## src/hdl/wspd_pkg.sv

```systemverilog
// Package for the wheel speed PID duty controller: payload structs, register
// indexes, fixed widths and the microprogram ROM of the sequencer.
// No dependencies.
package wspd_pkg;

    localparam int WORD_W      = 32;
    localparam int INTEG_W     = 48;
    localparam int DUTY_W      = 22;
    localparam int PERIOD_W    = 31;
    localparam int CFG_INDEX_W = 3;
    localparam int STEP_W      = 4;

    // The shared multiplier takes one 24-bit half of a 48-bit operand per pass.
    localparam int HALF_W      = 24;
    localparam int MUL_A_W     = HALF_W + 1;
    localparam int MUL_B_W     = WORD_W + 1;
    localparam int PROD_W      = MUL_A_W + MUL_B_W;
    localparam int HI_CLAMP_W  = 42;
    localparam int PART_W      = HI_CLAMP_W + HALF_W + 1;
    localparam int SUM_W       = WORD_W + 2;
    localparam int CLAMP_W     = WORD_W + 2;

    localparam int DUTY_TOP    = 60;
    localparam int DUTY_MARGIN = 5;

    localparam logic [PERIOD_W-1:0] SAMPLE_PERIOD_RST  = PERIOD_W'(6554);
    localparam logic [PERIOD_W-1:0] INVERSE_PERIOD_RST = PERIOD_W'(655360);
    localparam logic [DUTY_W-1:0]   BASE_DUTY_RST      = DUTY_W'(1310720);

    typedef enum logic [CFG_INDEX_W-1:0] {
        REG_GAIN_P,
        REG_GAIN_I,
        REG_GAIN_D,
        REG_SAMPLE_PERIOD,
        REG_INVERSE_PERIOD,
        REG_BASE_DUTY
    } cfg_reg_t;

    typedef enum logic {
        KIND_RESTART,
        KIND_SAMPLE
    } kind_t;

    typedef struct packed {
        kind_t                     kind;
        logic signed [WORD_W-1:0]  target_speed;
        logic signed [WORD_W-1:0]  measured_speed;
    } wspd_item_t;

    typedef struct packed {
        logic [DUTY_W-1:0]         duty_out;
        logic signed [WORD_W-1:0]  control_out;
    } wspd_result_t;

    // Control word fields.
    typedef enum logic [1:0] {
        X_ERR,
        X_DIFF,
        X_TERM,
        X_INTEG
    } xsel_t;

    typedef enum logic {
        HALF_LO,
        HALF_HI
    } half_t;

    typedef enum logic [2:0] {
        K_PERIOD,
        K_INVERSE,
        K_GAIN_P,
        K_GAIN_I,
        K_GAIN_D
    } ksel_t;

    typedef enum logic [1:0] {
        P_HOLD,
        P_LOAD,
        P_ADD
    } pop_t;

    typedef enum logic [2:0] {
        WB_NONE,
        WB_INTEG,
        WB_TERM,
        WB_SUM_SET,
        WB_SUM_ADD,
        WB_ACC,
        WB_RESTART,
        WB_FINAL
    } wb_t;

    typedef enum logic [1:0] {
        JMP_NONE,
        JMP_RESTART,
        JMP_ALWAYS
    } jmp_t;

    typedef logic [STEP_W-1:0] step_t;

    typedef struct packed {
        xsel_t  xsel;
        half_t  half;
        ksel_t  ksel;
        pop_t   pop;
        wb_t    wb;
        jmp_t   jmp;
        step_t  target;
        logic   done;
    } ucode_t;

    localparam step_t STEP_FINAL   = step_t'(13);
    localparam step_t STEP_RESTART = step_t'(14);
    localparam step_t STEP_LAST    = STEP_RESTART;

    localparam ucode_t UCODE_NOP =
        '{X_ERR, HALF_LO, K_PERIOD, P_HOLD, WB_NONE, JMP_NONE, '0, 1'b0};

    // Each product takes three steps: high half, low half with the high
    // partial loaded, then the low partial added. Write-back comes in the
    // step after the add, so consecutive products overlap.
    function automatic ucode_t ucode_rom(input step_t step);
        ucode_t w;
        w = UCODE_NOP;
        case (step)
            step_t'(0):  w = '{X_ERR,  HALF_HI, K_PERIOD,  P_HOLD, WB_NONE,
                               JMP_RESTART, STEP_RESTART, 1'b0};
            step_t'(1):  w = '{X_ERR,  HALF_LO, K_PERIOD,  P_LOAD, WB_NONE,
                               JMP_NONE, '0, 1'b0};
            step_t'(2):  w = '{X_DIFF, HALF_HI, K_GAIN_D,  P_ADD,  WB_NONE,
                               JMP_NONE, '0, 1'b0};
            step_t'(3):  w = '{X_DIFF, HALF_LO, K_GAIN_D,  P_LOAD, WB_INTEG,
                               JMP_NONE, '0, 1'b0};
            step_t'(4):  w = '{X_ERR,  HALF_HI, K_GAIN_P,  P_ADD,  WB_NONE,
                               JMP_NONE, '0, 1'b0};
            step_t'(5):  w = '{X_ERR,  HALF_LO, K_GAIN_P,  P_LOAD, WB_TERM,
                               JMP_NONE, '0, 1'b0};
            step_t'(6):  w = '{X_TERM, HALF_HI, K_INVERSE, P_ADD,  WB_NONE,
                               JMP_NONE, '0, 1'b0};
            step_t'(7):  w = '{X_TERM, HALF_LO, K_INVERSE, P_LOAD, WB_SUM_SET,
                               JMP_NONE, '0, 1'b0};
            step_t'(8):  w = '{X_INTEG, HALF_HI, K_GAIN_I, P_ADD,  WB_NONE,
                               JMP_NONE, '0, 1'b0};
            step_t'(9):  w = '{X_INTEG, HALF_LO, K_GAIN_I, P_LOAD, WB_SUM_ADD,
                               JMP_NONE, '0, 1'b0};
            step_t'(10): w = '{X_ERR,  HALF_LO, K_PERIOD,  P_ADD,  WB_NONE,
                               JMP_NONE, '0, 1'b0};
            step_t'(11): w = '{X_ERR,  HALF_LO, K_PERIOD,  P_HOLD, WB_SUM_ADD,
                               JMP_NONE, '0, 1'b0};
            step_t'(12): w = '{X_ERR,  HALF_LO, K_PERIOD,  P_HOLD, WB_ACC,
                               JMP_NONE, '0, 1'b0};
            step_t'(13): w = '{X_ERR,  HALF_LO, K_PERIOD,  P_HOLD, WB_FINAL,
                               JMP_NONE, '0, 1'b1};
            step_t'(14): w = '{X_ERR,  HALF_LO, K_PERIOD,  P_HOLD, WB_RESTART,
                               JMP_ALWAYS, STEP_FINAL, 1'b0};
            default:     w = UCODE_NOP;
        endcase
        return w;
    endfunction

endpackage

```

## src/hdl/wheel_speed_pid_duty.sv

```systemverilog
// Sample item: runs steps 0 to 13; no new item is taken until it is done.
// Restart item: jumps from step 0 to the restart step, then to the final step.
// One shared 25x33 multiplier, run ten times per sample (two halves for each of five
// products), sets the run length: one step per cycle, held while the output is full.
// Reset loads the register defaults and clears the integral, previous error and
// duty accumulator at once; no clearing pass is needed.
//
// Top level of the wheel speed PID duty controller: microcoded sequencer and datapath.
// Depends on wspd_pkg for payload types, control word layout and the program ROM.
module wheel_speed_pid_duty
    import wspd_pkg::*;
#(
    parameter int FRAC_BITS = 16
)
(
    input  logic                    clk,
    input  logic                    rst_n,
    input  logic                    item_valid,
    output logic                    item_ready,
    input  wspd_item_t              item,
    output logic                    result_valid,
    input  logic                    result_ready,
    output wspd_result_t            result,
    input  logic                    cfg_valid,
    output logic                    cfg_ready,
    input  logic [CFG_INDEX_W-1:0]  cfg_index,
    input  logic [WORD_W-1:0]       cfg_data
);

    localparam logic signed [PROD_W-1:0] HI_MAX = PROD_W'(1) <<< (HI_CLAMP_W - 2);
    localparam logic signed [PROD_W-1:0] HI_MIN = -HI_MAX;
    localparam logic signed [CLAMP_W-1:0] DUTY_TOP_Q =
        CLAMP_W'(DUTY_TOP) <<< FRAC_BITS;
    localparam logic signed [CLAMP_W-1:0] DUTY_MARGIN_Q =
        CLAMP_W'(DUTY_MARGIN) <<< FRAC_BITS;

    function automatic logic signed [WORD_W-1:0] sat_word(
        input logic signed [PART_W-1:0] v
    );
        logic [PART_W-WORD_W:0] top;
        top = v[PART_W-1:WORD_W-1];
        if ((&top) || !(|top))
            return v[WORD_W-1:0];
        return v[PART_W-1] ? {1'b1, {(WORD_W-1){1'b0}}} : {1'b0, {(WORD_W-1){1'b1}}};
    endfunction

    function automatic logic signed [INTEG_W-1:0] sat_integ(
        input logic signed [PART_W-1:0] v
    );
        logic [PART_W-INTEG_W:0] top;
        top = v[PART_W-1:INTEG_W-1];
        if ((&top) || !(|top))
            return v[INTEG_W-1:0];
        return v[PART_W-1] ? {1'b1, {(INTEG_W-1){1'b0}}} : {1'b0, {(INTEG_W-1){1'b1}}};
    endfunction

    // Configuration registers
    logic signed [WORD_W-1:0]   gain_p_reg, gain_i_reg, gain_d_reg;
    logic [PERIOD_W-1:0]        period_reg, inverse_reg;
    logic [DUTY_W-1:0]          base_reg;

    // Sequencer and controller state
    logic                       busy_reg, busy_next;
    step_t                      pc_reg, pc_next;
    logic                       result_valid_reg, result_valid_next;
    logic signed [INTEG_W-1:0]  integ_reg, integ_next;
    logic signed [WORD_W-1:0]   prev_reg, prev_next;
    logic signed [WORD_W-1:0]   acc_reg, acc_next;

    // Datapath payload
    kind_t                      kind_reg, kind_next;
    logic signed [WORD_W-1:0]   err_reg, err_next;
    logic signed [WORD_W-1:0]   term_reg, term_next;
    logic signed [SUM_W-1:0]    sum_reg, sum_next;
    logic signed [WORD_W-1:0]   u_reg, u_next;
    logic signed [PROD_W-1:0]   prod_reg, prod_next;
    logic signed [PART_W-1:0]   part_reg, part_next;
    wspd_result_t               result_reg, result_next;

    ucode_t                     ctrl;
    logic                       item_take, out_free, stall, run, jump_taken;
    logic signed [WORD_W:0]     diff_in, diff_err;
    logic signed [INTEG_W-1:0]  x_op;
    logic signed [MUL_A_W-1:0]  mul_a;
    logic signed [MUL_B_W-1:0]  mul_b;
    logic signed [HI_CLAMP_W-1:0] hi_clamp;
    logic signed [PART_W-1:0]   part_shift;
    logic signed [WORD_W-1:0]   part_sat;
    logic signed [CLAMP_W-1:0]  low_raw, duty_low, acc_ext, duty_sel;

    assign ctrl         = ucode_rom(pc_reg);
    assign item_ready   = !busy_reg;
    assign cfg_ready    = 1'b1;
    assign item_take    = item_valid && !busy_reg;
    assign out_free     = !result_valid_reg || result_ready;
    assign stall        = ctrl.done && !out_free;
    assign run          = busy_reg && !stall;
    assign jump_taken   = (ctrl.jmp == JMP_ALWAYS) ||
                          ((ctrl.jmp == JMP_RESTART) && (kind_reg == KIND_RESTART));
    assign result_valid = result_valid_reg;
    assign result       = result_reg;

    // Operand selection for the shared multiplier
    assign diff_in  = {item.target_speed[WORD_W-1], item.target_speed}
                    - {item.measured_speed[WORD_W-1], item.measured_speed};
    assign diff_err = {err_reg[WORD_W-1], err_reg} - {prev_reg[WORD_W-1], prev_reg};

    always_comb
    begin
        unique case (ctrl.xsel)
            X_ERR:   x_op = {{(INTEG_W-WORD_W){err_reg[WORD_W-1]}}, err_reg};
            X_DIFF:  x_op = {{(INTEG_W-WORD_W-1){diff_err[WORD_W]}}, diff_err};
            X_TERM:  x_op = {{(INTEG_W-WORD_W){term_reg[WORD_W-1]}}, term_reg};
            X_INTEG: x_op = integ_reg;
            default: x_op = integ_reg;
        endcase
    end

    always_comb
    begin
        unique case (ctrl.ksel)
            K_PERIOD:  mul_b = {2'b00, period_reg};
            K_INVERSE: mul_b = {2'b00, inverse_reg};
            K_GAIN_P:  mul_b = {gain_p_reg[WORD_W-1], gain_p_reg};
            K_GAIN_I:  mul_b = {gain_i_reg[WORD_W-1], gain_i_reg};
            K_GAIN_D:  mul_b = {gain_d_reg[WORD_W-1], gain_d_reg};
            default:   mul_b = '0;
        endcase
    end

    assign mul_a = (ctrl.half == HALF_HI) ? {x_op[INTEG_W-1], x_op[INTEG_W-1:HALF_W]}
                                          : {1'b0, x_op[HALF_W-1:0]};
    assign prod_next = PROD_W'(mul_a) * PROD_W'(mul_b);

    // The high partial is bounded before weighting; a bounded value still
    // saturates every result the same way.
    always_comb
    begin
        if (prod_reg > HI_MAX)
            hi_clamp = HI_MAX[HI_CLAMP_W-1:0];
        else if (prod_reg < HI_MIN)
            hi_clamp = HI_MIN[HI_CLAMP_W-1:0];
        else
            hi_clamp = prod_reg[HI_CLAMP_W-1:0];
    end

    always_comb
    begin
        case (ctrl.pop)
            P_LOAD:  part_next = PART_W'(hi_clamp) <<< HALF_W;
            P_ADD:   part_next = part_reg + PART_W'(prod_reg);
            default: part_next = part_reg;
        endcase
    end

    assign part_shift = part_reg >>> FRAC_BITS;
    assign part_sat   = sat_word(part_shift);

    // Duty clamp: the upper bound wins, and a negative lower bound becomes zero.
    assign low_raw  = CLAMP_W'({1'b0, base_reg}) - DUTY_MARGIN_Q;
    assign duty_low = low_raw[CLAMP_W-1] ? '0 : low_raw;
    assign acc_ext  = CLAMP_W'(acc_reg);

    always_comb
    begin
        if (acc_ext >= DUTY_TOP_Q)
            duty_sel = DUTY_TOP_Q;
        else if (acc_ext <= duty_low)
            duty_sel = duty_low;
        else
            duty_sel = acc_ext;
    end

    // Sequencer and write-back
    always_comb
    begin
        busy_next         = busy_reg;
        pc_next           = pc_reg;
        result_valid_next = result_valid_reg;
        integ_next        = integ_reg;
        prev_next         = prev_reg;
        acc_next          = acc_reg;
        kind_next         = kind_reg;
        err_next          = err_reg;
        term_next         = term_reg;
        sum_next          = sum_reg;
        u_next            = u_reg;
        result_next       = result_reg;

        if (result_ready)
            result_valid_next = 1'b0;

        if (item_take)
        begin
            busy_next = 1'b1;
            pc_next   = '0;
            kind_next = item.kind;
            err_next  = sat_word(PART_W'(diff_in));
        end

        if (run)
        begin
            if (ctrl.done)
            begin
                busy_next = 1'b0;
                pc_next   = '0;
            end
            else if (jump_taken)
                pc_next = ctrl.target;
            else
                pc_next = pc_reg + step_t'(1);

            case (ctrl.wb)
                WB_INTEG:   integ_next = sat_integ(PART_W'(integ_reg) + part_shift);
                WB_TERM:    term_next  = part_sat;
                WB_SUM_SET: sum_next   = SUM_W'(part_sat);
                WB_SUM_ADD: sum_next   = sum_reg + SUM_W'(part_sat);
                WB_ACC:
                begin
                    u_next    = sat_word(PART_W'(sum_reg));
                    acc_next  = sat_word(PART_W'(acc_reg) + PART_W'(u_next));
                    prev_next = err_reg;
                end
                WB_RESTART:
                begin
                    integ_next = '0;
                    prev_next  = '0;
                    acc_next   = WORD_W'(base_reg);
                    u_next     = '0;
                end
                WB_FINAL:
                begin
                    result_next.duty_out    = duty_sel[DUTY_W-1:0];
                    result_next.control_out = u_reg;
                    result_valid_next       = 1'b1;
                end
                default:    ;
            endcase
        end
    end

    always_ff @(posedge clk or negedge rst_n)
    begin
        if (!rst_n)
        begin
            gain_p_reg       <= '0;
            gain_i_reg       <= '0;
            gain_d_reg       <= '0;
            period_reg       <= SAMPLE_PERIOD_RST;
            inverse_reg      <= INVERSE_PERIOD_RST;
            base_reg         <= BASE_DUTY_RST;
            busy_reg         <= 1'b0;
            pc_reg           <= '0;
            result_valid_reg <= 1'b0;
            integ_reg        <= '0;
            prev_reg         <= '0;
            acc_reg          <= '0;
        end
        else
        begin
            busy_reg         <= busy_next;
            pc_reg           <= pc_next;
            result_valid_reg <= result_valid_next;
            integ_reg        <= integ_next;
            prev_reg         <= prev_next;
            acc_reg          <= acc_next;
            if (cfg_valid)
            begin
                case (cfg_index)
                    REG_GAIN_P:         gain_p_reg  <= cfg_data;
                    REG_GAIN_I:         gain_i_reg  <= cfg_data;
                    REG_GAIN_D:         gain_d_reg  <= cfg_data;
                    REG_SAMPLE_PERIOD:  period_reg  <= cfg_data[PERIOD_W-1:0];
                    REG_INVERSE_PERIOD: inverse_reg <= cfg_data[PERIOD_W-1:0];
                    REG_BASE_DUTY:      base_reg    <= cfg_data[DUTY_W-1:0];
                    default:            ;
                endcase
            end
        end
    end

    always_ff @(posedge clk)
    begin
        kind_reg   <= kind_next;
        err_reg    <= err_next;
        term_reg   <= term_next;
        sum_reg    <= sum_next;
        u_reg      <= u_next;
        prod_reg   <= prod_next;
        part_reg   <= part_next;
        result_reg <= result_next;
    end

`ifndef SYNTHESIS
    a_pc_in_program: assert property (@(posedge clk) disable iff (!rst_n)
        busy_reg |-> (pc_reg <= STEP_LAST))
        else $error("step counter left the program");

    a_idle_pc_home: assert property (@(posedge clk) disable iff (!rst_n)
        !busy_reg |-> (pc_reg == '0))
        else $error("step counter not at entry while idle");

    a_final_delivers: assert property (@(posedge clk) disable iff (!rst_n)
        (busy_reg && ctrl.done && out_free) |=> (result_valid_reg && !busy_reg))
        else $error("final step did not hand a result to the output register");

    a_final_holds: assert property (@(posedge clk) disable iff (!rst_n)
        (busy_reg && ctrl.done && !out_free) |=> (busy_reg && $stable(pc_reg)))
        else $error("final step moved on while the output register was full");

    a_restart_path: assert property (@(posedge clk) disable iff (!rst_n)
        (item_valid && item_ready && (item.kind == KIND_RESTART))
            |-> ##3 (busy_reg && (pc_reg == STEP_FINAL)))
        else $error("restart transaction did not reach the final step in time");
`endif

endmodule
```

## config.mk

```make
export PLATFORM = sky130hd
export DESIGN_NAME = wheel_speed_pid_duty
export DESIGN_NICKNAME = d
export VERILOG_FILES = /design/src/hdl/wspd_pkg.sv /design/src/hdl/wheel_speed_pid_duty.sv
export SDC_FILE = /design/constraint.sdc
export NUM_CORES = 2
export LEC_CHECK = 0
export ABC_AREA = 1
export BUFFER_PORTS_ARGS = -buffer_cell sky130_fd_sc_hd__clkbuf_2
export CORE_ASPECT_RATIO = 0.5
export CORE_MARGIN = 1.5
export CORE_UTILIZATION = 66
export CTS_BUF_LIST = sky130_fd_sc_hd__clkbuf_16
export DETAILED_ROUTE_END_ITERATION = 6
export GPL_TIMING_DRIVEN = 0
export MAX_ROUTING_LAYER = met4
export PLACE_DENSITY = 0.86
export SLEW_MARGIN = 20
export SYNTH_ARGS = -nofsm -noshare
export SYNTH_HDL_FRONTEND = slang
export SYNTH_SLANG_ARGS = --single-unit
```

## constraint.sdc

```tcl
create_clock -name clk -period 10.6 [get_ports clk]
set_clock_uncertainty 0.2 [all_clocks]
set_input_delay 0.53 -clock clk [delete_from_list [all_inputs] [get_ports clk]]
set_output_delay 0.53 -clock clk [all_outputs]
set_load 0.01 [all_outputs]
```

# Word-level counts from Yosys, hierarchy flattened
# Memory sizes are Yosys's and may differ from the RTL's.
# Index checks and enable logic that the tools add are counted.
op_classes:
  n_addsub: 8
  multipliers: 1
  magnitude_cmp: 4
  n_eq_ne: 23
  n_mux: 52
  n_bitwise: 1
  n_reduce_logical: 49
ops:
  columns: ["op", "count"]
  rows:
  - ["32-bit 2-to-1 mux", 14]
  - ["32-bit one-hot mux with 2 select lines", 3]
  - ["48-bit one-hot mux with 4 select lines", 1]
  - ["33-bit one-hot mux with 5 select lines", 1]
  - ["48-bit 2-to-1 mux", 3]
  - ["67-bit one-hot mux with 2 select lines", 1]
  - ["48-bit one-hot mux with 2 select lines", 1]
  - ["42-bit 2-to-1 mux", 2]
  - ["34-bit one-hot mux with 2 select lines", 1]
  - ["67-bit by 58-bit adder with 67-bit output", 1]
  - ["32-bit by 32-bit subtractor with 33-bit output", 2]
  - ["58-bit by 42-bit > comparator with 1-bit output, second input constant", 1]
  - ["58-bit by 41-bit < comparator with 1-bit output, second input constant", 1]
  - ["25-bit by 33-bit multiplier with 58-bit output", 1]
  - ["48-bit by 51-bit adder with 52-bit output", 1]
  - ["20-bit AND reduction", 2]
  - ["20-bit OR reduction", 2]
  - ["36-bit AND reduction", 1]
  - ["36-bit OR reduction", 1]
  - ["34-bit by 32-bit adder with 34-bit output", 1]
  - ["32-bit by 34-bit <= comparator with 1-bit output", 1]
  - ["32-bit by 32-bit adder with 33-bit output", 1]
  - ["33-bit 2-to-1 mux", 1]
  - ["32-bit by 23-bit greater-or-equal comparator with 1-bit output, second input constant", 1]
  - ["other kinds (22)", 93]
word_totals:
  ff_bits: 608
  romBits: 288
  out_inout_bits: 57
  n_memories: 1
mem_list:
  columns: ["memory", "words", "word_bits", "read_ports", "rd_clocked_by_memory_dff", "wr", "line_no", "text"]
  rows:
  - ["(name not given)", 16, 18, 1, 0, 0, "wspd_pkg.sv:125", "case (step)"]

# Logic depth before layout (Yosys ltp)
logic_depth:
  word_depth: 19
  ltp_mapped: 44
  mapped_depth_nobuf: 42

# Least setup slack after synthesis
# Ideal clock, no wire load.
synth_path:
  path_type: "reg2reg"
  from: "register err_reg[0]"
  to: "register prod_reg[56]"
  setup_time_ns: 0.126
  t_arrival_ns: 7.736
  required_time_ns: 10.274
  slack_ns: 2.538
  path_stages_with_launch: 36
  path_buffers: 1
  synth_period_minus_slack_ns: 8.062
  cell_sequence: "edfxtp_1 > inv_1 > ha_1 > inv_1 > fa_1 > nor3b_2 > nor2_2 > o21ai_4 > nand2_2 > nand2_2 > nand2_2 > nand3_2 > nand3_4 > nand2_1 > nand2_1 > nand2_1 > buf_4 > nand2_1 > inv_1 > fa_1 > inv_1 > fa_1 > inv_1 > fa_1 > inv_1 > fa_1 > fa_1 > fa_1 > fa_1 > inv_1 > ha_1 > a21oi_1 > o21ai_0 > a221oi_1 > o211ai_1 > xor2_1"
synth_between:
  elab_chain_len: 4
synth_rtl:
  columns: ["element", "line_no", "text"]
  rows:
  - ["start, declared", "wheel_speed_pid_duty.sv:72", "logic signed [WORD_W-1:0] err_reg, err_next;"]
  - ["start signal, assigned", "wheel_speed_pid_duty.sv:285", "err_reg <= err_next;"]
  - ["32-bit by 32-bit subtractor with 33-bit output", "wheel_speed_pid_duty.sv:106", "assign diff_err = {err_reg[WORD_W-1], err_reg} - {prev_reg[WORD_W-1], prev_reg};"]
  - ["48-bit one-hot mux with 4 select lines (*)", "wheel_speed_pid_duty.sv:110", "unique case (ctrl.xsel)"]
  - ["25-bit 2-to-1 mux (*)", "wheel_speed_pid_duty.sv:131", "assign mul_a = (ctrl.half == HALF_HI) ? {x_op[INTEG_W-1], x_op[INTEG_W-1:HALF_W]}"]
  - ["25-bit by 33-bit multiplier with 58-bit output (*)", "wheel_speed_pid_duty.sv:133", "assign prod_next = PROD_W'(mul_a) * PROD_W'(mul_b);"]
  - ["net prod_next[56]", "wheel_speed_pid_duty.sv:76", "logic signed [PROD_W-1:0] prod_reg, prod_next;"]
  - ["end signal, assigned", "wheel_speed_pid_duty.sv:289", "prod_reg <= prod_next;"]
  - ["end, declared", "wheel_speed_pid_duty.sv:76", null]
# Mark *: on every way through the listed nets, which the timed path passes. The rest lies on a longest branch.
# A chain may end at the register's enable or synchronous reset.

# Worst setup path in the final report
layout_path:
  from: "register pc_reg[2]"
  to: "register prod_reg[50]"
layout_between:
  elab_chain_len: 5
  elab_cells_between_ends: 14
  cone_classes: "mul: 1; eq/ne: 7; mux: 3; reduce/logical: 2; memory: 1"
layout_rtl:
  columns: ["element", "line_no", "text"]
  rows:
  - ["start, declared", "wheel_speed_pid_duty.sv:64", "step_t pc_reg, pc_next;"]
  - ["start signal, assigned", "wheel_speed_pid_duty.sv:262", "pc_reg <= pc_next;"]
  - ["memory 16 x 18 bit (*)", null, null]
  - ["2-bit equality test (tied with other cells)", "wheel_speed_pid_duty.sv:110", null]
  - ["48-bit one-hot mux with 4 select lines", "wheel_speed_pid_duty.sv:110", null]
  - ["25-bit 2-to-1 mux", "wheel_speed_pid_duty.sv:131", null]
  - ["25-bit by 33-bit multiplier with 58-bit output (*)", "wheel_speed_pid_duty.sv:133", null]
  - ["net prod_next[50]", "wheel_speed_pid_duty.sv:76", null]
# Marked as above.

==> results.txt <==
- The run finished, with violations left.
- Violations in the final reports: design-rule violations, negative setup slack
* DIE WIDTH: 469 µm
- For this design the top-level I/O count stands at 162.
- Post-layout instance area: 0.0770 mm²
- After detailed placement, the total cell area comes to 0.0748 mm².
- Post-synth EDFFs: 252
* Clock Pin Slew Worst Setup and Hold Paths: 70 ps
- Together, buffers and inverters on the worst path number 10.
* GRT Total Usage: 51.2%
- Number of nets produced by synthesis: 10,600
* Via density: 6.24
- Among all flip-flop cells after synthesis, the most frequent one is sky130_fd_sc_hd__dfrtp_1.
- Syn avg cell area: 7.75 µm²
- Vias post-DR: 68,700
* Type of destination of the critical path: flip-flop
* Average detailed-routed wire length per instance: 25.0 µm
- First-pass GRT wire length: 404 mm
- The net count of the finished layout is 10,900.
* Type of the worst min-delay path: input port to flip-flop
- Across all hold checks on the routed design, the worst slack comes to 18.7 ps.
- Fraction of the mapped netlist area in simple logic gates: 19.4%
- In this run the worst path has a maximum fanout of 10.
* Delay-heaviest family, CP: adder cells
- Remaining max-slew budget at the tightest pin: 14.5%
- Once the floorplan was initialized, standard cells occupied 66.6% of the core.
* Unrepaired setup endpoints after global routing: yes
- Crit path setup slack, layout: -99.6 ps
- The area growth from synthesis to layout is 7.46%.
- Vertical die dimension: 236 µm
- After synthesis, the share of flip-flops with an asynchronous set or reset is 49.0%.
* Flip-flop and latch count after synthesis: 608
- Root buffer selected by CTS: sky130_fd_sc_hd__clkbuf_16
* Number of H-tree levels: 2
- Std-Cell Rows: 85
* Maximum buffer depth of the clock tree: 3
* Cell with the most instances after synthesis: sky130_fd_sc_hd__nand2_1
- TritonCTS built the clock tree.
* Arithmetic-cell share of the synthesized area counting full adders, half adders and majority gates: 30.8%
- Clock tree synthesis found a total of 608 sinks.
- STA classifies the critical path startpoint as a flip-flop.
- Dominant combinational cell family by area after synthesis: adder cells
- DRC Markers: 72
* Number of buffers inserted by port buffering: 160
- Data arrives at the worst endpoint at 11,090 ps.
* Critical Path RT: 10,990 ps
* Max-capacitance violation count: 0
- Post-synthesis mux area share: 0%
* Worst-skew pair later-pin latency: 690 ps
- Routability cong.: 1.18
- Warnings from Yosys: 0
* Initial antenna violation count: 16
- Register area share after synthesis: 22.6%
- Num CTS Buffers: 59
* DRT antenna net count: 0
* Die area: 0.111 mm²
- The final layout contains routed wiring with a total length of 275 mm.
* Largest net degree at the start of global routing: 94
* Instance count after placement with tap cells included: 10,900
* Final setup viols: 3
- Fraction of final layout cells with drive strength greater than 1: 5.82%
- For the final routed database, the setup TNS stands at -217 ps.
- The netlist uses 70 different library cells.
- Fraction of post-synthesis cell area in the top cell type by area: 23.3%
- Area fraction in compound gates after synthesis: 13.8%
- Most numerous cell types in the synthesized netlist: sky130_fd_sc_hd__nand2_1 (2,256), sky130_fd_sc_hd__inv_1 (1,670), sky130_fd_sc_hd__fa_1 (832), sky130_fd_sc_hd__a21oi_1 (813), sky130_fd_sc_hd__nor2_1 (650)
- Post-synthesis cell area: 0.0716 mm²
* Final Slew Violations: 0
- In this run, the number of DRC markers left after iteration 0 of detailed routing was 9,833.
- Count of placed standard cells in the final layout, fillers left out: 11,000
* Slowest Stage Delay on Critical Path: 960 ps
- Final Critical Period: 10,700 ps
* Sum of overflow across all layers after global routing: 0
* Share of the clock period used by the worst path: 101%
- Largest area contributor in the netlist: sky130_fd_sc_hd__fa_1
- Number of hold violations in the final report: 0
* Core box area: 0.108 mm²
- Crit Path Category: flip-flop to flip-flop
- For the pin with the worst max-slew slack, the measured transition is 1270 ps.
* Hpwl dp: 226 mm
- Cells taking the most area after synthesis: sky130_fd_sc_hd__fa_1 (23%), sky130_fd_sc_hd__nand2_1 (12%), sky130_fd_sc_hd__edfxtp_1 (11%)
- DRT Pass-1 Iters: 7
* Max reg flops: 67
- Static timing analysis puts the maximum clock frequency at 0.0935 GHz.
- For this design, the slowest cell found on the critical path is sky130_fd_sc_hd__clkbuf_1.
* Gate Count Post-Synth: 9,239
- Synthesized-area fraction occupied by xor and xnor cells: 2.36%
- Vias in the first global route: 66,300
[final cells by class]
class / count / area, µm²
diodes: 29 / 72.6
plain buffers: 312 / 1600
clock buffers: 62 / 1550
clock inverters: 49 / 410
fillers: 8701 / 30700
inverters: 1683 / 6320
multi-input cells: 6636 / 47700
flip-flops and latches: 608 / 16200
well taps: 1435 / 1800
repair buffers: 201 / 1340
[cells in the final DEF (no fill, tap or decap), types with 29 or more instances in the layout]
cell	Yosys	layout
sky130_fd_sc_hd__o21ai_0	543	513
sky130_fd_sc_hd__clkbuf_16	0	62
sky130_fd_sc_hd__nand3b_1	31	31
sky130_fd_sc_hd__edfxtp_1	252	252
sky130_fd_sc_hd__nor2_1	650	649
sky130_fd_sc_hd__fa_1	832	831
sky130_fd_sc_hd__o21ai_1	18	29
sky130_fd_sc_hd__a221oi_1	58	58
sky130_fd_sc_hd__clkbuf_2	0	160
sky130_fd_sc_hd__dfxtp_1	58	58
sky130_fd_sc_hd__inv_1	1670	1678
sky130_fd_sc_hd__xor2_1	113	113
sky130_fd_sc_hd__clkbuf_1	168	167
sky130_fd_sc_hd__a31oi_1	40	40
sky130_fd_sc_hd__buf_2	89	89
sky130_fd_sc_hd__nand4_1	50	50
sky130_fd_sc_hd__a22o_1	32	32
sky130_fd_sc_hd__nand2_1	2256	2255
sky130_fd_sc_hd__xnor2_1	80	80
sky130_fd_sc_hd__ha_1	431	431
sky130_fd_sc_hd__diode_2	0	29
sky130_fd_sc_hd__a21oi_1	813	811
sky130_fd_sc_hd__dfrtp_1	287	287
sky130_fd_sc_hd__a21o_1	46	46
sky130_fd_sc_hd__buf_6	33	42
sky130_fd_sc_hd__a21boi_0	52	52
sky130_fd_sc_hd__o21bai_1	54	54
sky130_fd_sc_hd__nand3_1	266	263
sky130_fd_sc_hd__o211ai_1	29	29
sky130_fd_sc_hd__buf_4	13	30
sky130_fd_sc_hd__nor4_1	34	34
sky130_fd_sc_hd__nor3_1	54	53
[stage by stage]
stage / util [%] / worst slack [ps]
floorplan: - / 2540
global placement: 69.0 / -409
detailed placement: 69.5 / 402
CTS: 71.4 / 358
global route: 71.5 / -7.32
finish: 71.5 / -99.6
[routing by layer]
metal	share of wire (%)	vias to the layer above	track usage [%]
met5	0	-	-
met1	36	32600	63.4
met4	6.6	0	25.8
met3	16	1174	21.7
li1	-	29900	-
met2	41	5060	71.3
[final timing paths]
check                             startpoint  cells after the start  slack [ps]              to
worst max-delay path               pc_reg[2]                     35        -100    prod_reg[50]
worst min-delay path            cfg_data[31]                      3          20  gain_d_reg[31]
worst max register to register     pc_reg[2]                     35        -100    prod_reg[50]
worst min register to register      u_reg[6]                      0         220       result[6]
max in group asynchronous              rst_n                      3        9150  period_reg[11]
min in group asynchronous              rst_n                      2         210   gain_d_reg[2]
[what timing repair did]
item / CTS / global route
setup endpoints to repair: 0 / 12
hold buffers: 5 / 0
gates resized for setup: 0 / 8
buffers inserted: 0 / 0
hold endpoints to repair: 51 / 0
[worst reg2reg max path, delay by kind of cell, from the launching register on]
| kind | cells | cell delay [ps] |
|---|---|---|
| AOI/OAI and AO/OA | 6 | 1780 |
| DFF | 1 | 360 |
| adders and majority gates | 8 | 4330 |
| buffers and inverters | 10 | 2250 |
| and+or+nand+nor | 11 | 1670 |
[cells by family after synthesis]
kind of cell / count (synthesis)
and+or+nand+nor: 3424
buffers and inverters: 1995
AOI/OAI and AO/OA: 1755
adders and majority gates: 1263
DFF: 608
xor gates and xnor gates: 193
other: 1
Power is not shown: default switching activity piles up to over one toggle a cycle in this logic, so the estimate is an artifact.
